**src/rtl/rpc_pkg.sv**
```systemverilog
`default_nettype none

package rpc_pkg;

  // Field widths
  localparam int POS_W  = 24;
  localparam int ANG_W  = 16;
  localparam int DIFF_W = POS_W + 1;

  // Angle units: Q9.6 degrees
  localparam int FULL_TURN    = 23040;
  localparam int HALF_TURN    = FULL_TURN / 2;
  localparam int QUARTER_TURN = FULL_TURN / 4;

  // Reduced angle width: covers +-QUARTER_TURN
  localparam int RED_W = 14;
  // Turn counter width: covers [0, FULL_TURN)
  localparam int TURN_W = 15;

  // CORDIC datapath
  localparam int GAIN_SHIFT = 30;
  localparam int ANGLE_UPSCALE_SHIFT = 16;
  localparam int XW = DIFF_W + GAIN_SHIFT + 2;
  localparam int ZW = 31;
  localparam int ATAN_ENTRIES = 24;
  localparam logic signed [XW-1:0] GAIN_INV_Q30 = XW'(652032874);

  localparam int RES_W = XW - GAIN_SHIFT;
  localparam int SUM_W = RES_W + 1;

  localparam logic signed [POS_W-1:0] POS_MAX = {1'b0, {(POS_W-1){1'b1}}};
  localparam logic signed [POS_W-1:0] POS_MIN = {1'b1, {(POS_W-1){1'b0}}};

  // atan(2^-i) in degrees, Q.22
  localparam logic signed [ZW-1:0] ATAN_DEG_Q22 [ATAN_ENTRIES] = '{
    ZW'(188743680), ZW'(111421900), ZW'(58872272), ZW'(29884485),
    ZW'(15000234),  ZW'(7507429),   ZW'(3754631),  ZW'(1877430),
    ZW'(938729),    ZW'(469366),    ZW'(234683),   ZW'(117342),
    ZW'(58671),     ZW'(29335),     ZW'(14668),    ZW'(7334),
    ZW'(3667),      ZW'(1833),      ZW'(917),      ZW'(458),
    ZW'(229),       ZW'(115),       ZW'(57),       ZW'(29)
  };

  // Word handed from cell to cell
  typedef struct packed {
    logic signed [XW-1:0]    x;
    logic signed [XW-1:0]    y;
    logic signed [ZW-1:0]    z;
    logic signed [POS_W-1:0] cx;
    logic signed [POS_W-1:0] cy;
  } rpc_rot_t;

endpackage

`default_nettype wire

```
**src/rtl/rpc_post.sv**
```systemverilog
`default_nettype none

module rpc_post
  import rpc_pkg::*;
(
  input  wire logic               clk_i,
  input  wire logic               rst_ni,
  input  wire logic               en_i,
  input  wire logic               vld_i,
  input  rpc_rot_t                rot_i,
  output logic                    out_valid_o,
  output logic signed [POS_W-1:0] rotated_x_o,
  output logic signed [POS_W-1:0] rotated_y_o,
  output logic                    saturated_o
);

  logic signed [XW-1:0]    xr, yr;
  logic signed [SUM_W-1:0] sx, sy;
  logic signed [POS_W-1:0] rx_d, ry_d, rx_q, ry_q;
  logic                    satx, saty, sat_q, vld_q;

  always_comb begin
    // round half up back to the position grid, then restore the center
    xr = rot_i.x + (XW'(1) <<< (GAIN_SHIFT - 1));
    yr = rot_i.y + (XW'(1) <<< (GAIN_SHIFT - 1));
    sx = SUM_W'(signed'(xr[XW-1:GAIN_SHIFT])) + SUM_W'(rot_i.cx);
    sy = SUM_W'(signed'(yr[XW-1:GAIN_SHIFT])) + SUM_W'(rot_i.cy);
    satx = 1'b1;
    saty = 1'b1;
    if (sx > SUM_W'(POS_MAX)) begin
      rx_d = POS_MAX;
    end else if (sx < SUM_W'(POS_MIN)) begin
      rx_d = POS_MIN;
    end else begin
      rx_d = POS_W'(sx);
      satx = 1'b0;
    end
    if (sy > SUM_W'(POS_MAX)) begin
      ry_d = POS_MAX;
    end else if (sy < SUM_W'(POS_MIN)) begin
      ry_d = POS_MIN;
    end else begin
      ry_d = POS_W'(sy);
      saty = 1'b0;
    end
  end

  always_ff @(posedge clk_i or negedge rst_ni) begin
    if (!rst_ni) begin
      vld_q <= 1'b0;
    end else if (en_i) begin
      vld_q <= vld_i;
    end
  end

  always_ff @(posedge clk_i) begin
    if (en_i) begin
      rx_q  <= rx_d;
      ry_q  <= ry_d;
      sat_q <= satx | saty;
    end
  end

  assign out_valid_o = vld_q;
  assign rotated_x_o = rx_q;
  assign rotated_y_o = ry_q;
  assign saturated_o = sat_q;

  a_sat_at_rail: assert property (@(posedge clk_i) disable iff (!rst_ni)
    (vld_q && sat_q) |-> (rx_q == POS_MAX) || (rx_q == POS_MIN)
                         || (ry_q == POS_MAX) || (ry_q == POS_MIN))
    else $error("saturation flag without a clamped coordinate");

endmodule

`default_nettype wire

```
**config.mk**
```make
export PLATFORM = sky130hd
export DESIGN_NAME = rpc_post
export DESIGN_NICKNAME = d
export VERILOG_FILES = /design/src/rtl/rpc_pkg.sv /design/src/rtl/rpc_post.sv
export SDC_FILE = /design/constraint.sdc
export NUM_CORES = 1
export LEC_CHECK = 0
export BUFFER_PORTS_ARGS = -buffer_cell sky130_fd_sc_hd__buf_2
export CELL_PAD_IN_SITES_DETAIL_PLACEMENT = 1
export CELL_PAD_IN_SITES_GLOBAL_PLACEMENT = 2
export CORE_MARGIN = 2
export CORE_UTILIZATION = 28
export DETAILED_ROUTE_END_ITERATION = 8
export PLACE_DENSITY = 0.88
export SYNTH_ARGS = -nofsm -noshare
export SYNTH_HDL_FRONTEND = slang
export SYNTH_SLANG_ARGS = --single-unit
```
**constraint.sdc**
```tcl
create_clock -name clk_i -period 1 [get_ports clk_i]
set_clock_uncertainty 0.1 [all_clocks]
set_input_delay 0.25 -clock clk_i [delete_from_list [all_inputs] [get_ports clk_i]]
set_output_delay 0.25 -clock clk_i [all_outputs]
set_load 0.01 [all_outputs]
```
==> impl_metrics.env <==
export IMPL_layout_drive_gt1_share_pct=53.22
export IMPL_clk_latency_ps=290
export IMPL_power_density_mw_per_mm2=1107
export IMPL_slew_violations=0
export IMPL_core_sq_mm=0.02082
export IMPL_final_instance_count_excl_fill=1410
export IMPL_final_hold_viol_count=0
export IMPL_reg2reg_from="out_valid_o"
export IMPL_hold_depth=2
export IMPL_yosys_area_top_type="edfxtp_1"
export IMPL_synth_edf_count=49
export IMPL_grt_max_degree=31
export IMPL_area_growth_pct=75.87
export IMPL_final_cell_area_sq_mm=0.01035
export IMPL_clock_sinks=50
export IMPL_die_h_microns=149.0
export IMPL_ys_ff_latch=50
export IMPL_final_nets=1397
export IMPL_synth_cell_type_count=69
export IMPL_worstPathCellList="buf_6 > nand4_1 > buf_4 > nor2_4 > and2_4 > nand2b_4 > nor2_4 > nand3_2 > xnor2_2 > ha_4 > nand2_4 > nor3_2 > a311oi_2 > a2bb2oi_1 > o211ai_1 > or3b_4 > a211oi_4 > buf_6 > buf_6 > mux2_4 > nand3b_1"
export IMPL_synth_cells=683
export IMPL_synthFlopType="edfxtp_1"
export IMPL_yosysSeqAreaShare_pct=25.43
export IMPL_r2r_end="out_valid_o"
export IMPL_num_antenna_cells=0
export IMPL_synthTopCellsByArea="edfxtp_1 (25%), ha_1 (14%), xnor2_1 (9.4%), a21oi_1 (5.6%), xor2_1 (5.5%)"
export IMPL_r2r_setup_slack_ps=170
export IMPL_wl_per_cell_microns=17.57
export IMPL_setup_ws_ps=-2953
export IMPL_hp_class="input pin to flop"
export IMPL_row_count=53
export IMPL_ios=247
export IMPL_syn_avg_cell_area_sq_um=8.616
export IMPL_r2r_cells=1
export IMPL_place_hpwl_mm=19.26
export IMPL_worst_ep_arrival_time_ps=3890
export IMPL_tritoncts="done"
export IMPL_grt_pass1_vias=7664
export IMPL_end_kind="flop"
export IMPL_clk_pin_slew_ps=60
export IMPL_cpPeakStageDelay_ps=450
export IMPL_cp_slowest_cell="or3b_4"
export IMPL_period_needed_ps=3953
export IMPL_crit_path_max_fanout=5
export IMPL_cp_start_kind="input pin"
export IMPL_drt_total_wl_mm=24.77
export IMPL_finalSetupViolations=99
export IMPL_synth_area_sq_mm=0.005884
export IMPL_antenna_found_initial=0
export IMPL_initial_core_util_pct=28.26
export IMPL_cap_violations=0
export IMPL_numPortBuffers=157
export IMPL_cts_buffers_inserted=5
export IMPL_grt_util_all_layers_pct=21.34
export IMPL_drtIter0Drc=175
export IMPL_die_w_microns=149.0
export IMPL_ant_nets=0
export IMPL_rsz0062_at_grt="yes"
export IMPL_viasPerCell=5.040
export IMPL_violations="negative setup slack"
export IMPL_slew_headroom_pct=57.72
export IMPL_max_freq_mhz=253.0
export IMPL_grt_first_pass_wirelength_mm=38.10
export IMPL_first_pass_iters=4
export IMPL_dieArea_sq_mm=0.02219
export IMPL_drc_errors=0
export IMPL_status="finished with violations"
export IMPL_synthArstFlopShare_pct=2.000
export IMPL_place_area_sq_mm=0.009175
export IMPL_fillers=2481
export IMPL_gp_congestion=0.9149
export IMPL_hold_end="out_valid_o"
export IMPL_power_w=0.01146
export IMPL_critPathRequiredTime_ps=940
export IMPL_dp_cells=1365
export IMPL_cts_buffer_depth=2
export IMPL_tightest_slew_ps=627.6
export IMPL_critPathKind="input pin to flop"
export IMPL_clock_root_buffer="clkbuf_16"
export IMPL_yosysWarningCount=0
export IMPL_place_ws_ps=-3283
export IMPL_synth_top_cell_area_share_pct=25.01
export IMPL_overflow=0
export IMPL_htreeDepth=2
export IMPL_hold_start="vld_i"
export IMPL_cpMostUsedCell="buf_6"
export IMPL_ir_worst_vdd_mv=0.6584
export IMPL_p_leak_nw=4.776
export IMPL_fin_crit_sh_pct=395.3
export IMPL_vias=7106
export IMPL_finalSetupTns_ps=-145540
export IMPL_syn_nets=946
## cell type report
type                       count  area [sq um]  area share [%]
multi-input combinational    598          4942           47.76
sequential                    50          1496           14.46
timing repair buffer         463          3333           32.21
clock buffer                   7         132.6           1.282
tap                          275         344.1           3.325
inverter                      16         70.07          0.6771
clock inverter                 1         30.03          0.2902
## sequential cells by signal (all words and copies together), names as in the netlist
register and cells:
out_valid_o 1, rotated_x_o 24, rotated_y_o 24, saturated_o 1
## placed cells by master (no fill, tap or decap), drive strengths merged, types with 14 or more instances in the layout
cell,instances
a21o,25
inv,16
edfxtp,49
buf,460
xor2,37
and3,16
nand2,64
nand3,35
xnor2,63
a21oi,66
nor2,43
o22ai,14
ha,64
o21ai,41
## cells by family after synthesis
kind of cell               count (synthesis)  synth area share (%)
and+or+nand+nor                          215                 18.29
buffers and inverters                     35                 2.849
muxes                                      2                0.3827
xor gates and xnor gates                 100                 14.88
DFF                                       50                 25.43
AOI/OAI and AO/OA                        215                 23.88
adders and majority gates                 66                 14.29
## critical path: cells and delay by family
| family | cells | cell delay (ps) |
|---|---|---|
| buffers and inverters | 4 | 520 |
| AO/OA/AOI/OAI | 4 | 950 |
| XOR/XNOR | 1 | 220 |
| adder cells (fa/ha/maj) | 1 | 280 |
| AND/OR/NAND/NOR | 10 | 1520 |
| multiplexers | 1 | 130 |
## timing repair
item / CTS / global route
gates resized for setup: 106 / 54
hold endpoints to repair: 1 / 0
buffers inserted: 17 / 18
gates cloned: 3 / 2
pin swaps: 57 / 55
hold buffers: 1 / 0
endpoints found under the setup margin: 99 / 99
## metrics by stage
| step | hold slack [ps] | utilization, % |
|---|---|---|
| final | 86.22 | 49.70 |
| after global routing | 93.23 | 49.70 |
| after CTS | 80.07 | 48.07 |
| after detailed placement | -73.08 | 44.06 |
| after global placement | -75.31 | 44.06 |
| after floorplan | -145.6 | - |
## routing by layer
| metal | part of all wire [%] | track usage [%] | vias to the layer above |
|---|---|---|---|
| li1 | - | - | 3469 |
| met1 | 39 | 23.73 | 3402 |
| met2 | 54 | 42.03 | 175 |
| met3 | 2.9 | 1.529 | 60 |
| met4 | 3.6 | 7.905 | 0 |
| met5 | 0 | 0 | - |
## Yosys cell counts (6+ instances only)
| cell | number |
|---|---|
| nor3_1 | 6 |
| and3_1 | 16 |
| o22ai_1 | 14 |
| xnor2_1 | 63 |
| o21bai_1 | 7 |
| o2111ai_1 | 6 |
| nand4_1 | 11 |
| a21oi_1 | 66 |
| inv_1 | 16 |
| o211ai_1 | 7 |
| nor2b_1 | 6 |
| o21ai_0 | 39 |
| xor2_1 | 37 |
| nand2_1 | 64 |
| buf_2 | 10 |
| nor2_1 | 43 |
| o21a_1 | 7 |
| a21o_1 | 25 |
| ha_1 | 64 |
| nand2b_1 | 9 |
| edfxtp_1 | 49 |
| nand3_1 | 35 |
## worst max path at each step
stage	endpoint	startpoint
4_1_cts	saturated_o	rot_i[110]
5_1_grt	saturated_o	rot_i[112]
3_3_place_gp	rotated_y_o[2]	rot_i[110]
2_1_floorplan	rotated_y_o[2]	rot_i[110]
3_5_place_dp	rotated_y_o[3]	rot_i[112]
6_report	saturated_o	rot_i[115]
## where the power goes
group          switching [W]  total, W  internal (W)
registers           0.000173   0.00298       0.00280
clock network       0.000769   0.00195       0.00119
logic                0.00324   0.00653       0.00329
Note: power is estimated with default switching activity, not from simulation.
