--- src/rtl/rpc_pkg.sv ---
`default_nettype none

package rpc_pkg;

  // Field widths
  localparam int POS_W  = 24;
  localparam int ANG_W  = 16;
  localparam int DIFF_W = POS_W + 1;

  // Angle units: Q9.6 degrees
  localparam int FULL_TURN    = 23040;
  localparam int HALF_TURN    = FULL_TURN / 2;
  localparam int QUARTER_TURN = FULL_TURN / 4;

  // Reduced angle width: covers +-QUARTER_TURN
  localparam int RED_W = 14;
  // Turn counter width: covers [0, FULL_TURN)
  localparam int TURN_W = 15;

  // CORDIC datapath
  localparam int GAIN_SHIFT = 30;
  localparam int ANGLE_UPSCALE_SHIFT = 16;
  localparam int XW = DIFF_W + GAIN_SHIFT + 2;
  localparam int ZW = 31;
  localparam int ATAN_ENTRIES = 24;
  localparam logic signed [XW-1:0] GAIN_INV_Q30 = XW'(652032874);

  localparam int RES_W = XW - GAIN_SHIFT;
  localparam int SUM_W = RES_W + 1;

  localparam logic signed [POS_W-1:0] POS_MAX = {1'b0, {(POS_W-1){1'b1}}};
  localparam logic signed [POS_W-1:0] POS_MIN = {1'b1, {(POS_W-1){1'b0}}};

  // atan(2^-i) in degrees, Q.22
  localparam logic signed [ZW-1:0] ATAN_DEG_Q22 [ATAN_ENTRIES] = '{
    ZW'(188743680), ZW'(111421900), ZW'(58872272), ZW'(29884485),
    ZW'(15000234),  ZW'(7507429),   ZW'(3754631),  ZW'(1877430),
    ZW'(938729),    ZW'(469366),    ZW'(234683),   ZW'(117342),
    ZW'(58671),     ZW'(29335),     ZW'(14668),    ZW'(7334),
    ZW'(3667),      ZW'(1833),      ZW'(917),      ZW'(458),
    ZW'(229),       ZW'(115),       ZW'(57),       ZW'(29)
  };

  // Word handed from cell to cell
  typedef struct packed {
    logic signed [XW-1:0]    x;
    logic signed [XW-1:0]    y;
    logic signed [ZW-1:0]    z;
    logic signed [POS_W-1:0] cx;
    logic signed [POS_W-1:0] cy;
  } rpc_rot_t;

endpackage

`default_nettype wire

--- src/rtl/rpc_cell.sv ---
`default_nettype none

module rpc_cell
  import rpc_pkg::*;
#(
  parameter int unsigned Idx = 0
) (
  input  wire logic clk_i,
  input  wire logic rst_ni,
  input  wire logic en_i,
  input  wire logic vld_i,
  input  rpc_rot_t  rot_i,
  output logic      vld_o,
  output rpc_rot_t  rot_o
);

  logic signed [XW-1:0] xs, ys;
  logic                 vld_q;
  rpc_rot_t             rot_q, rot_d;

  always_comb begin
    xs    = rot_i.x >>> Idx;
    ys    = rot_i.y >>> Idx;
    rot_d = rot_i;
    // steer toward zero residual angle
    if (rot_i.z >= ZW'(0)) begin
      rot_d.x = rot_i.x - ys;
      rot_d.y = rot_i.y + xs;
      rot_d.z = rot_i.z - ATAN_DEG_Q22[Idx];
    end else begin
      rot_d.x = rot_i.x + ys;
      rot_d.y = rot_i.y - xs;
      rot_d.z = rot_i.z + ATAN_DEG_Q22[Idx];
    end
  end

  always_ff @(posedge clk_i or negedge rst_ni) begin
    if (!rst_ni) begin
      vld_q <= 1'b0;
    end else if (en_i) begin
      vld_q <= vld_i;
    end
  end

  always_ff @(posedge clk_i) begin
    if (en_i) begin
      rot_q <= rot_d;
    end
  end

  assign vld_o = vld_q;
  assign rot_o = rot_q;

  a_resid_bound: assert property (@(posedge clk_i) disable iff (!rst_ni)
    vld_q |-> (rot_q.z < (ZW'(1) <<< 29)) && (rot_q.z > -(ZW'(1) <<< 29)))
    else $error("residual angle diverged");

endmodule

`default_nettype wire

--- config.mk ---
export PLATFORM = sky130hd
export DESIGN_NAME = rpc_cell
export DESIGN_NICKNAME = d
export VERILOG_FILES = /design/src/rtl/rpc_pkg.sv /design/src/rtl/rpc_cell.sv
export SDC_FILE = /design/constraint.sdc
export NUM_CORES = 1
export LEC_CHECK = 0
export BUFFER_PORTS_ARGS = -buffer_cell sky130_fd_sc_hd__buf_4
export CAP_MARGIN = 20
export CORE_MARGIN = 4
export CORE_UTILIZATION = 51
export CTS_CLUSTER_DIAMETER = 200
export DETAILED_ROUTE_END_ITERATION = 12
export HOLD_SLACK_MARGIN = 0.05
export PLACE_DENSITY = 0.86
export SYNTH_ARGS = -nofsm -noshare
export SYNTH_HDL_FRONTEND = slang
export SYNTH_SLANG_ARGS = --single-unit
--- constraint.sdc ---
create_clock -name clk_i -period 0.8 [get_ports clk_i]
set_input_delay 0.08 -clock clk_i [delete_from_list [all_inputs] [get_ports clk_i]]
set_output_delay 0.08 -clock clk_i [all_outputs]
set_load 0.005 [all_outputs]
==> impl_metrics.toml, run 1 <==
[die]
rows = 66
die_w_um = 190
io_pins = 391
start_util_pct = 51.9
die_h_um = 190

[place]
gp_congestion = 1.04
place_ws_ns = -2.74
hpwl_um = 62400
port_buffers = 390

[sta]
worst-ep-kind = "register input"
worstEndpointGrtRepair = "rot_o[189]$_DFFE_PP_/D"

[logic_synthesis]
syn-mean-instance-area_um2 = 9.01
netlist_area_mm2 = 0.0169
syn-instance-count = 1877
syn_nets = 2265
synth_simple_gate_area_share_pct = 11.9
ys_types = 99
yosysWarnings = 0
synthMuxAreaShare_pct = 1.84
synth_edf_count = 192
synth_top_family_by_area = "compound AO/OA/AOI/OAI gates"
netlist_top_cells_area = "edfxtp_1, ha_1, a21oi_1"
synth.top_cell.area_share_pct = 34.1
synth-seq-cells = 193
yosysSeqAreaShare_pct = 34.2
synthArstFlopShare_pct = 0.518
synth-compound-area-share_pct = 25.0
ys.flop_type = "edfxtp_1"
synth_xor_area_share_pct = 5.96
synth_area_leader_cell = "edfxtp_1"
synthAdderAreaFrac_pct = 14.3

[global_route]
grt_use_total_pct = 103
grt_start_max_net_pins = 44
overflow = 3397

[clock_tree]
root_buffer = "clkbuf_16"
clock_path_buffers = 2
cts_max_level = 4
cts_buffers = 17
clkSinkCount = 193

[outcome]
firstError = "[ERROR GRT-0232] Routing congestion too high. Check the congestion heatmap in the GUI."
outcome = "aborted with a tool error"
haltStage = "global routing"
==> timing repair <==
item	4_1_cts
resized for setup	422
setup endpoints to repair	312
endpoints found under the hold margin	76
hold buffers	76
pin swaps	207
setup buffers	69
==> cells in the mapped netlist, drive strengths merged (3+ instances only) <==
master,number
a221oi,9
a22o,3
a21o,33
nor2b,12
or4,5
a31o,5
inv,176
o21bai,48
xnor2,106
nand3,27
a311oi,6
o211ai,12
a22oi,4
nor3,43
o21ai,126
edfxtp,192
ha,188
or2,4
a21oi,271
a31oi,18
a211oi,11
nand2b,8
a21boi,8
a2111oi,4
o221ai,3
a211o,5
a221o,4
o31ai,23
o41ai,9
nand4,32
o31a,6
mux2i,30
fa,3
nor4,20
clkinv,7
o22ai,5
o21a,14
buf,43
nand2,91
a41oi,4
clkbuf,41
xor2,9
or3,9
o2111a,3
nor2,167
==> logic make-up after synthesis <==
group                      Yosys count
muxes                               31
adders and majority gates          191
DFF                                193
and+or+nand+nor                    428
buffers and inverters              267
AOI/OAI and AO/OA                  652
xor gates and xnor gates           115
==> layer usage <==
| metal | GRT overflow | GRT usage, % |
|---|---|---|
| met1 | 74 | 89.2 |
| met2 | 2467 | 132 |
| met3 | 76 | 81.2 |
| met4 | 764 | 116 |
| met5 | 16 | 58.5 |
==> metrics by stage <==
stage	util (%)	cell area, µm²	cells	hold WS [ns]	TNS [ns]
2_1_floorplan	-	17700	1877	-0.216	-171.77
3_5_place_dp	79.8	26000	3334	-0.143	-257.74
3_3_place_gp	79.8	26000	3334	-0.144	-245.02
4_1_cts	91.4	29800	3500	0.0657	-229.61
==> run 2, diff against run 1 <==
CORE_UTILIZATION = 40   (was 51)
CTS_CLUSTER_DIAMETER = not set   (was 200)
HOLD_SLACK_MARGIN = not set   (was 0.05)
PLACE_DENSITY = not set   (was 0.86)
PLACE_DENSITY_LB_ADDON = 0.15   (was not set)
clock period = 1 ns   (was 0.8 ns; I/O delays follow)
==> impl_metrics.toml, run 2 <==
[sta]
hold_violations = 0
finalSetupViolCount = 304
setup_ws_ns = -1.89
rsz0062_at_grt = "yes"
max_slew_margin_pct = 45.1
drv_slew = 0
worst_pin_slew_ns = 0.816
hold_slack_ns = 0.0513
timing.fmax_ghz = 0.346
clock_skew_ns = 0
fin_crit_sh_pct = 289
min_period_ns = 2.89

[pwr]
ir_drop_mv = 1.36
pwr_density_cell_mw_per_mm2 = 1160
p_leak_nw = 13.9

[place]
port_buffers = 390
gp_congestion = 0.983
place_area_mm2 = 0.0265
hpwl_um = 59600

[clock_tree]
cts_buffers = 17
clkSinkCount = 193
clk_pin_slew_ns = 0.09
cts_max_level = 4
clock_latency_ns = 0.50
root_buffer = "clkbuf_16"
clock_path_buffers = 2
cts_tree = "done"

[finish]
fin_nets = 3480
final_cell_mix = "buf_4, edfxtp_1, a21oi_1"
area_growth_pct = 83.0
finalInstanceArea_mm2 = 0.0310
drive_above_1_share_pct = 52.3
final_common_cell = "buf_4"
n_fill_cell = 3038
largest_reg_flops = 192

[outcome]
outcome = "finished, violations left"
violations = "negative setup slack"

[critical_path]
crit_chain = "buf_8 > inv_8 > ha_4 > and2b_2 > nor3_4 > a21oi_4 > o31ai_4 > a21oi_4 > a221oi_4 > o211ai_4 > a211o_4 > a221o_1 > xnor2_1"
cp_num_buf_inv = 2
arrival_ns = 3.15
cp-end-kind = "register"
cp_top_family = "compound AO/OA/AOI/OAI gates"
start_kind = "input port"
required_ns = 1.26
crit_fanout = 5
critPathMaxStageDelay_ns = 0.41
crit_path_frequent_cell = "a21oi_4"
crit_path_top_delay_cell = "o31ai_4"
path_class = "in -> reg"

[logic_synthesis]
synth.top_cell.area_share_pct = 34.1
ys.flop_type = "edfxtp_1"
yosysMostFrequentCell = "a21oi_1"
synth_edf_count = 192
synthArstFlopShare_pct = 0.518
synth_area_leader_cell = "edfxtp_1"
yosysWarnings = 0
syn-instance-count = 1877
synth_common_cells = "a21oi_1, edfxtp_1, ha_1"
netlist_top_cells_area = "edfxtp_1, ha_1, a21oi_1"
syn-mean-instance-area_um2 = 9.01
ys_types = 99
syn_nets = 2265
synth-seq-cells = 193
netlist_area_mm2 = 0.0169
yosysSeqAreaShare_pct = 34.2

[die]
core_region_area_mm2 = 0.0419
rows = 75
die_h_um = 214
die_w_um = 214
start_util_pct = 40.4
io_pins = 391
dieArea_mm2 = 0.0456

[global_route]
grt_pass1_wl_um = 113000
grt_use_total_pct = 31.9
grt_pass1_vias = 19800
overflow = 0
antenna_found_initial = 4
grt_start_max_net_pins = 38

[routing]
ant_nets = 0
wirelength_um = 77300
drc_errors = 0
wl_per_cell_um = 21.2
num_vias = 19700
dr.pass1.iters = 6
vias_per_cell = 5.40
drt_iter0_markers = 1781

[flow_run]
maxCapViolCount = 0

[min_path]
hold_class = "in -> reg"
==> run 2: cell counts after synthesis <==
No cell type changed its count.
==> run 2: worst register-to-register path: stages, from the launching register on <==
cell and delay, ns:
dfrtp_1 0.40, buf_4 0.14, mux2_2 0.27
==> run 2: cell type report <==
type	instances	area (µm²)	area share [%]
clock inverters	15	191	0.618
flip-flops and latches	193	5790	18.7
well taps	539	674	2.18
diodes	3	7.51	0.0243
clock buffers	17	425	1.37
repair buffers	1280	10700	34.5
multi-input cells	1417	12400	40.2
inverters	183	758	2.45
==> run 2: kinds of logic after synthesis <==
logic type,count (synthesis),synth area share (%)
fa+ha+maj,191,14.3
xor+xnor,115,5.96
simple gates,428,11.9
flops,193,34.2
mux,31,1.84
compound gates,652,25.0
buf+inv,267,6.84
==> run 2: per-stage QoR <==
stage / utilization (%) / cells / power (W) / TNS [ns] / worst slack, ns
4_1_cts: 70.8 / 3618 / 0.0346 / -168.47 / -1.78
5_1_grt: 74.0 / 3647 / 0.0375 / -181.32 / -1.94
3_5_place_dp: 63.2 / 3471 / 0.0255 / -212.71 / -2.53
3_3_place_gp: 63.2 / 3471 / 0.0253 / -210.47 / -2.50
6_report: 74.0 / 3647 / 0.0360 / -169.94 / -1.89
2_1_floorplan: - / 1877 / 0.0171 / -150.17 / -1.87
==> run 2: per-layer routing <==
metal,up-vias,track usage (%),share of wire [%]
li1,9241,-,-
met1,9548,42.6,42
met2,775,54.3,49
met3,139,4.64,6.1
met4,0,9.07,2.9
met5,-,0,0
==> run 2: worst paths after layout <==
kind / from / endpoint / slack [ns] / cells past startpoint
min in group asynchronous: rst_ni / vld_o / 0.44 / 3
setup reg to reg: vld_o / vld_o / 0.07 / 2
setup / recovery: rot_i[83] / rot_o[185] / -1.89 / 13
hold / removal: rot_i[78] / rot_o[71] / 0.05 / 3
hold reg to reg: vld_o / vld_o / 0.68 / 2
max in group asynchronous: rst_ni / vld_o / 0.46 / 3
==> run 2: power by group <==
group,switching [W],internal (W)
Sequential,0.000512,0.0104
Combinational,0.00857,0.00922
Clock,0.00390,0.00341
Total,0.0130,0.0230
==> run 2: timing repair <==
action,4_1_cts,5_1_grt
endpoints found under the setup margin,304,308
setup buffers,49,36
endpoints found under the hold margin,77,0
pin swaps,166,124
gates resized for setup,322,238
hold buffers,77,0
Note: power is estimated with default switching activity, not from simulation.
