### src/rtl/rpc_pkg.sv
`default_nettype none

package rpc_pkg;

  // Field widths
  localparam int POS_W  = 24;
  localparam int ANG_W  = 16;
  localparam int DIFF_W = POS_W + 1;

  // Angle units: Q9.6 degrees
  localparam int FULL_TURN    = 23040;
  localparam int HALF_TURN    = FULL_TURN / 2;
  localparam int QUARTER_TURN = FULL_TURN / 4;

  // Reduced angle width: covers +-QUARTER_TURN
  localparam int RED_W = 14;
  // Turn counter width: covers [0, FULL_TURN)
  localparam int TURN_W = 15;

  // CORDIC datapath
  localparam int GAIN_SHIFT = 30;
  localparam int ANGLE_UPSCALE_SHIFT = 16;
  localparam int XW = DIFF_W + GAIN_SHIFT + 2;
  localparam int ZW = 31;
  localparam int ATAN_ENTRIES = 24;
  localparam logic signed [XW-1:0] GAIN_INV_Q30 = XW'(652032874);

  localparam int RES_W = XW - GAIN_SHIFT;
  localparam int SUM_W = RES_W + 1;

  localparam logic signed [POS_W-1:0] POS_MAX = {1'b0, {(POS_W-1){1'b1}}};
  localparam logic signed [POS_W-1:0] POS_MIN = {1'b1, {(POS_W-1){1'b0}}};

  // atan(2^-i) in degrees, Q.22
  localparam logic signed [ZW-1:0] ATAN_DEG_Q22 [ATAN_ENTRIES] = '{
    ZW'(188743680), ZW'(111421900), ZW'(58872272), ZW'(29884485),
    ZW'(15000234),  ZW'(7507429),   ZW'(3754631),  ZW'(1877430),
    ZW'(938729),    ZW'(469366),    ZW'(234683),   ZW'(117342),
    ZW'(58671),     ZW'(29335),     ZW'(14668),    ZW'(7334),
    ZW'(3667),      ZW'(1833),      ZW'(917),      ZW'(458),
    ZW'(229),       ZW'(115),       ZW'(57),       ZW'(29)
  };

  // Word handed from cell to cell
  typedef struct packed {
    logic signed [XW-1:0]    x;
    logic signed [XW-1:0]    y;
    logic signed [ZW-1:0]    z;
    logic signed [POS_W-1:0] cx;
    logic signed [POS_W-1:0] cy;
  } rpc_rot_t;

endpackage

`default_nettype wire

### src/rtl/rpc_prep.sv
`default_nettype none

module rpc_prep
  import rpc_pkg::*;
(
  input  wire logic                    clk_i,
  input  wire logic                    rst_ni,
  input  wire logic                    en_i,
  input  wire logic                    vld_i,
  input  wire logic signed [POS_W-1:0] center_x_i,
  input  wire logic signed [POS_W-1:0] center_y_i,
  input  wire logic signed [POS_W-1:0] point_x_i,
  input  wire logic signed [POS_W-1:0] point_y_i,
  input  wire logic signed [ANG_W-1:0] delta_degrees_i,
  output logic                         vld_o,
  output rpc_rot_t                     rot_o
);

  localparam int AE_W = ANG_W + 2;

  // Stage A: offset and angle modulo a full turn
  logic                     vld_a_q;
  logic signed [DIFF_W-1:0] dx_a_q, dy_a_q, dx_a_d, dy_a_d;
  logic        [TURN_W-1:0] r_a_q, r_a_d;
  logic signed [POS_W-1:0]  cx_a_q, cy_a_q;
  logic signed [AE_W-1:0]   a_ext;

  // Stage B: fold into a quarter turn
  logic                     vld_b_q;
  logic signed [DIFF_W-1:0] dx_b_q, dy_b_q, dx_b_d, dy_b_d;
  logic signed [RED_W-1:0]  a_b_q, a_b_d;
  logic signed [POS_W-1:0]  cx_b_q, cy_b_q;
  logic signed [TURN_W:0]   r_s;
  logic                     neg_b;

  // Stage C: gain compensation
  logic     vld_c_q;
  rpc_rot_t rot_c_q, rot_c_d;

  always_comb begin
    a_ext  = AE_W'(delta_degrees_i);
    dx_a_d = DIFF_W'(point_x_i) - DIFF_W'(center_x_i);
    dy_a_d = DIFF_W'(point_y_i) - DIFF_W'(center_y_i);
    if (a_ext < -AE_W'(FULL_TURN)) begin
      r_a_d = TURN_W'(a_ext + AE_W'(2 * FULL_TURN));
    end else if (a_ext < AE_W'(0)) begin
      r_a_d = TURN_W'(a_ext + AE_W'(FULL_TURN));
    end else if (a_ext >= AE_W'(FULL_TURN)) begin
      r_a_d = TURN_W'(a_ext - AE_W'(FULL_TURN));
    end else begin
      r_a_d = TURN_W'(a_ext);
    end
  end

  always_comb begin
    r_s   = signed'({1'b0, r_a_q});
    neg_b = 1'b0;
    if (r_s <= (TURN_W+1)'(QUARTER_TURN)) begin
      a_b_d = RED_W'(r_s);
    end else if (r_s < (TURN_W+1)'(HALF_TURN + QUARTER_TURN)) begin
      a_b_d = RED_W'(r_s - (TURN_W+1)'(HALF_TURN));
      neg_b = 1'b1;
    end else begin
      a_b_d = RED_W'(r_s - (TURN_W+1)'(FULL_TURN));
    end
    dx_b_d = neg_b ? -dx_a_q : dx_a_q;
    dy_b_d = neg_b ? -dy_a_q : dy_a_q;
  end

  always_comb begin
    rot_c_d.x  = XW'(dx_b_q) * GAIN_INV_Q30;
    rot_c_d.y  = XW'(dy_b_q) * GAIN_INV_Q30;
    rot_c_d.z  = ZW'(a_b_q) <<< ANGLE_UPSCALE_SHIFT;
    rot_c_d.cx = cx_b_q;
    rot_c_d.cy = cy_b_q;
  end

  always_ff @(posedge clk_i or negedge rst_ni) begin
    if (!rst_ni) begin
      vld_a_q <= 1'b0;
      vld_b_q <= 1'b0;
      vld_c_q <= 1'b0;
    end else if (en_i) begin
      vld_a_q <= vld_i;
      vld_b_q <= vld_a_q;
      vld_c_q <= vld_b_q;
    end
  end

  always_ff @(posedge clk_i) begin
    if (en_i) begin
      dx_a_q  <= dx_a_d;
      dy_a_q  <= dy_a_d;
      r_a_q   <= r_a_d;
      cx_a_q  <= center_x_i;
      cy_a_q  <= center_y_i;
      dx_b_q  <= dx_b_d;
      dy_b_q  <= dy_b_d;
      a_b_q   <= a_b_d;
      cx_b_q  <= cx_a_q;
      cy_b_q  <= cy_a_q;
      rot_c_q <= rot_c_d;
    end
  end

  assign vld_o = vld_c_q;
  assign rot_o = rot_c_q;

  a_turn_range: assert property (@(posedge clk_i) disable iff (!rst_ni)
    vld_a_q |-> (r_a_q < TURN_W'(FULL_TURN)))
    else $error("angle not reduced into one turn");

  a_quarter_range: assert property (@(posedge clk_i) disable iff (!rst_ni)
    vld_b_q |-> (a_b_q <= RED_W'(QUARTER_TURN)) && (a_b_q >= -RED_W'(QUARTER_TURN)))
    else $error("folded angle outside a quarter turn");

endmodule

`default_nettype wire

### config.mk
export PLATFORM = sky130hd
export DESIGN_NAME = rpc_prep
export DESIGN_NICKNAME = d
export VERILOG_FILES = /design/src/rtl/rpc_pkg.sv /design/src/rtl/rpc_prep.sv
export SDC_FILE = /design/constraint.sdc
export NUM_CORES = 2
export LEC_CHECK = 0
export BUFFER_PORTS_ARGS = -buffer_cell sky130_fd_sc_hd__buf_2
export CAP_MARGIN = 20
export CORE_MARGIN = 3
export CORE_UTILIZATION = 57
export CTS_CLUSTER_DIAMETER = 120
export DETAILED_ROUTE_END_ITERATION = 8
export PLACE_DENSITY = 0.77
export SLEW_MARGIN = 25
export SYNTH_ARGS = -nofsm -noshare
export SYNTH_HDL_FRONTEND = slang
export SYNTH_SLANG_ARGS = --single-unit
### constraint.sdc
create_clock -name clk_i -period 7.1 [get_ports clk_i]
set_input_delay 0.355 -clock clk_i [delete_from_list [all_inputs] [get_ports clk_i]]
set_output_delay 0.355 -clock clk_i [all_outputs]
set_load 0.01 [all_outputs]
==> results.json <==
{
  "status": "finished clean",
  "max_stage_delay_ns": 0.59,
  "synth_edf_count": 397,
  "grt_overflow": 0,
  "drcViolationCount": 0,
  "yosys_warnings": 0,
  "maxSlewViolCount": 0,
  "reg2reg_depth": 19,
  "grt_pass1_wl_mm": 170,
  "cts_tree": "yes",
  "nNetsFinal": 5579,
  "critPathLaunchType": "flop",
  "cts_max_level": 2,
  "via_per_inst": 5.45,
  "fin_util_pct": 65.3,
  "crit_slowest_cell": "fa_1",
  "hold_class": "in2reg",
  "yosysSeqAreaShare_pct": 27.9,
  "cp_max_fo": 8,
  "cp_top_family": "adder cells",
  "io_pins": 310,
  "start_util_pct": 57.6,
  "finalCriticalPeriod_ns": 6.97,
  "cp-end-kind": "flop",
  "track_usage_pct": 28.4,
  "required_ns": 7.51,
  "cap_violations": 0,
  "cp-endpoint": "rot_o[134]",
  "finalWirelength_mm": 111,
  "die_w_microns": 281,
  "vias": 28700,
  "dp_slack_ns": -0.144,
  "post_dp_cell_area_sq_um": 45900,
  "port_buffers": 291,
  "mostFrequentLayoutCells": "979 x inv_1, 622 x fa_1, 561 x ha_1, 397 x edfxtp_1, 290 x buf_2",
  "cts_buffer_depth": 3,
  "synth-main-ff-cell": "edfxtp_1",
  "crit_chain": "buf_4 > fa_1 > fa_1 > fa_1 > fa_1 > fa_1 > inv_1 > fa_1 > inv_1 > fa_1 > ha_1 > nand4_1 > or4_1 > a31oi_1 > nor2_1 > o21ai_2 > a21boi_2 > a221o_1 > nor4_2",
  "dr.pass1.iters": 5,
  "dp_hpwl_mm": 93.6,
  "numCtsBuffers": 46,
  "crit_start": "dy_b_q[11]",
  "core_area_sq_um": 74600,
  "synth-seq-cells": 400,
  "cp.depth": 19,
  "die_area_sq_um": 78700,
  "async_flop_share_pct": 0.750,
  "fin_area_sq_um": 48700,
  "postSynthAreaPerCell_sq_um": 11.3,
  "layout-drive-gt1-share_pct": 13.2,
  "antenna_found_initial": 12,
  "grt_max_degree": 171,
  "worst_pin_slew_ns": 0.972,
  "avgRoutedWirePerCell_microns": 21.0,
  "dr.first_iter.drc_count": 1958,
  "crit_buf_inv": 3,
  "critical_path_class": "reg2reg",
  "ant_nets": 0,
  "rsz0062_at_grt": "true",
  "grt_pass1_vias": 29500,
  "clockRootBuffer": "clkbuf_16",
  "max_slew_margin_pct": 35.1,
  "setup_viol_count_final": 0,
  "rows": 100,
  "critPathArrivalTime_ns": 7.38,
  "clk_latency_ns": 0.63,
  "layout_setup_ws_ns": 0.130,
  "syn_to_final_growth_pct": 13.2,
  "hold_viol": 0,
  "r2r-start": "dy_b_q[11]",
  "clock.fmax_mhz": 143,
  "synth.distinct_cells": 90,
  "fp.dieH_microns": 281,
  "numClockSinks": 400,
  "finClkSkew_ns": 0.0470,
  "gp_congestion": 0.997,
  "period_share_pct": 98.2,
  "cp_common_cell": "fa_1",
  "final_common_cell": "inv_1",
  "syn_inst": 3792,
  "r2r-end": "rot_o[134]",
  "syn_area_sq_um": 43000,
  "clk_pin_slew_worst_paths_ns": 0.06,
  "reg2reg_slack_ns": 0.13
}
sequential cells by signal, indices dropped and copies added (netlist names), 15 cells and up:
name / cells
dy_b_q: 25
cx_b_q: 24
cy_a_q: 24
cy_b_q: 24
dx_b_q: 25
dx_a_q: 25
dy_a_q: 25
rot_o: 172
r_a_q: 15
cx_a_q: 24
Yosys cell counts (5+ instances only):
master / instances / area, sq um
nor2b_1: 13 / 81.3
a21o_1: 88 / 661
clkbuf_1: 34 / 128
o21a_1: 17 / 128
nand4_1: 30 / 188
and2_1: 6 / 37.5
o211ai_1: 6 / 45.0
xnor2_1: 109 / 955
a31oi_1: 21 / 131
nand3_1: 25 / 125
a211oi_1: 15 / 113
a221oi_1: 5 / 43.8
nand2b_1: 16 / 100
o21ai_1: 20 / 100
xor2_1: 74 / 648
nor2_1: 120 / 450
o31ai_1: 18 / 135
edfxtp_1: 397 / 11900
and3_1: 9 / 56.3
nor4_1: 17 / 106
nand2_1: 119 / 447
fa_1: 622 / 12500
buf_2: 14 / 70.1
o21ai_0: 77 / 385
a211o_1: 5 / 43.8
or2_2: 10 / 62.6
a21oi_1: 145 / 726
or4_1: 9 / 67.6
inv_1: 979 / 3670
or3_1: 10 / 62.6
o22ai_1: 6 / 37.5
nor3_1: 35 / 175
ha_1: 574 / 7180
buf_4: 21 / 158
o21bai_1: 27 / 203
area by class of cell:
class	count	area (sq um)
Clock buffer	48	1160
Timing Repair Buffer	480	3040
Tap cell	969	1210
Sequential cell	400	12000
Multi-Input combinational cell	2360	27100
Clock inverter	38	422
Antenna cell	5	12.5
Fill cell	5767	25900
Inverter	979	3670
repair_timing:
action / 4_1_cts / 5_1_grt
endpoints found under the hold margin: 59 / 0
setup endpoints to repair: 7 / 22
hold buffers: 57 / 0
pin swaps: 0 / 7
setup buffers: 5 / 54
gates resized for setup: 3 / 26
layer usage:
metal	global-route usage, %	share of wire, %
met1	40.8	44
met2	45.6	46
met3	5.13	6.8
met4	6.10	2.3
met5	0	0.080
how the worst min path moves through the flow:
stage               cells past startpoint     startpoint   endpoint
floorplan                               0         rst_ni    vld_a_q
global placement                        1         rst_ni    vld_a_q
detailed placement                      1         rst_ni    vld_a_q
CTS                                     1  center_x_i[1]  cx_a_q[1]
global route                            1  center_x_i[1]  cx_a_q[1]
finish                                  1  center_x_i[1]  cx_a_q[1]
stage by stage:
step | TNS, ns | instances | hold WS, ns
2_1_floorplan | 0 | 3809 | 0.0594
3_3_place_gp | 0 | 5072 | 0.151
3_5_place_dp | -0.321 | 5072 | 0.151
4_1_cts | 0 | 5220 | 0.0376
5_1_grt | -0.0878 | 5275 | 0.0539
6_report | 0 | 5279 | 0.0679
cell families after synthesis:
| group | count (synthesis) | synth area share (%) |
|---|---|---|
| adders and majority gates | 1196 | 45.7 |
| buffers and inverters | 1049 | 9.40 |
| AOI/OAI and AO/OA | 521 | 8.21 |
| and+or+nand+nor | 435 | 4.89 |
| DFF | 400 | 27.9 |
| xor gates and xnor gates | 183 | 3.73 |
| muxes | 7 | 0.172 |
| other | 1 | 0.00872 |
Power is left out: the tool's default activity adds up to more than one toggle a clock period on the data nets, which glitch-free logic cannot reach.
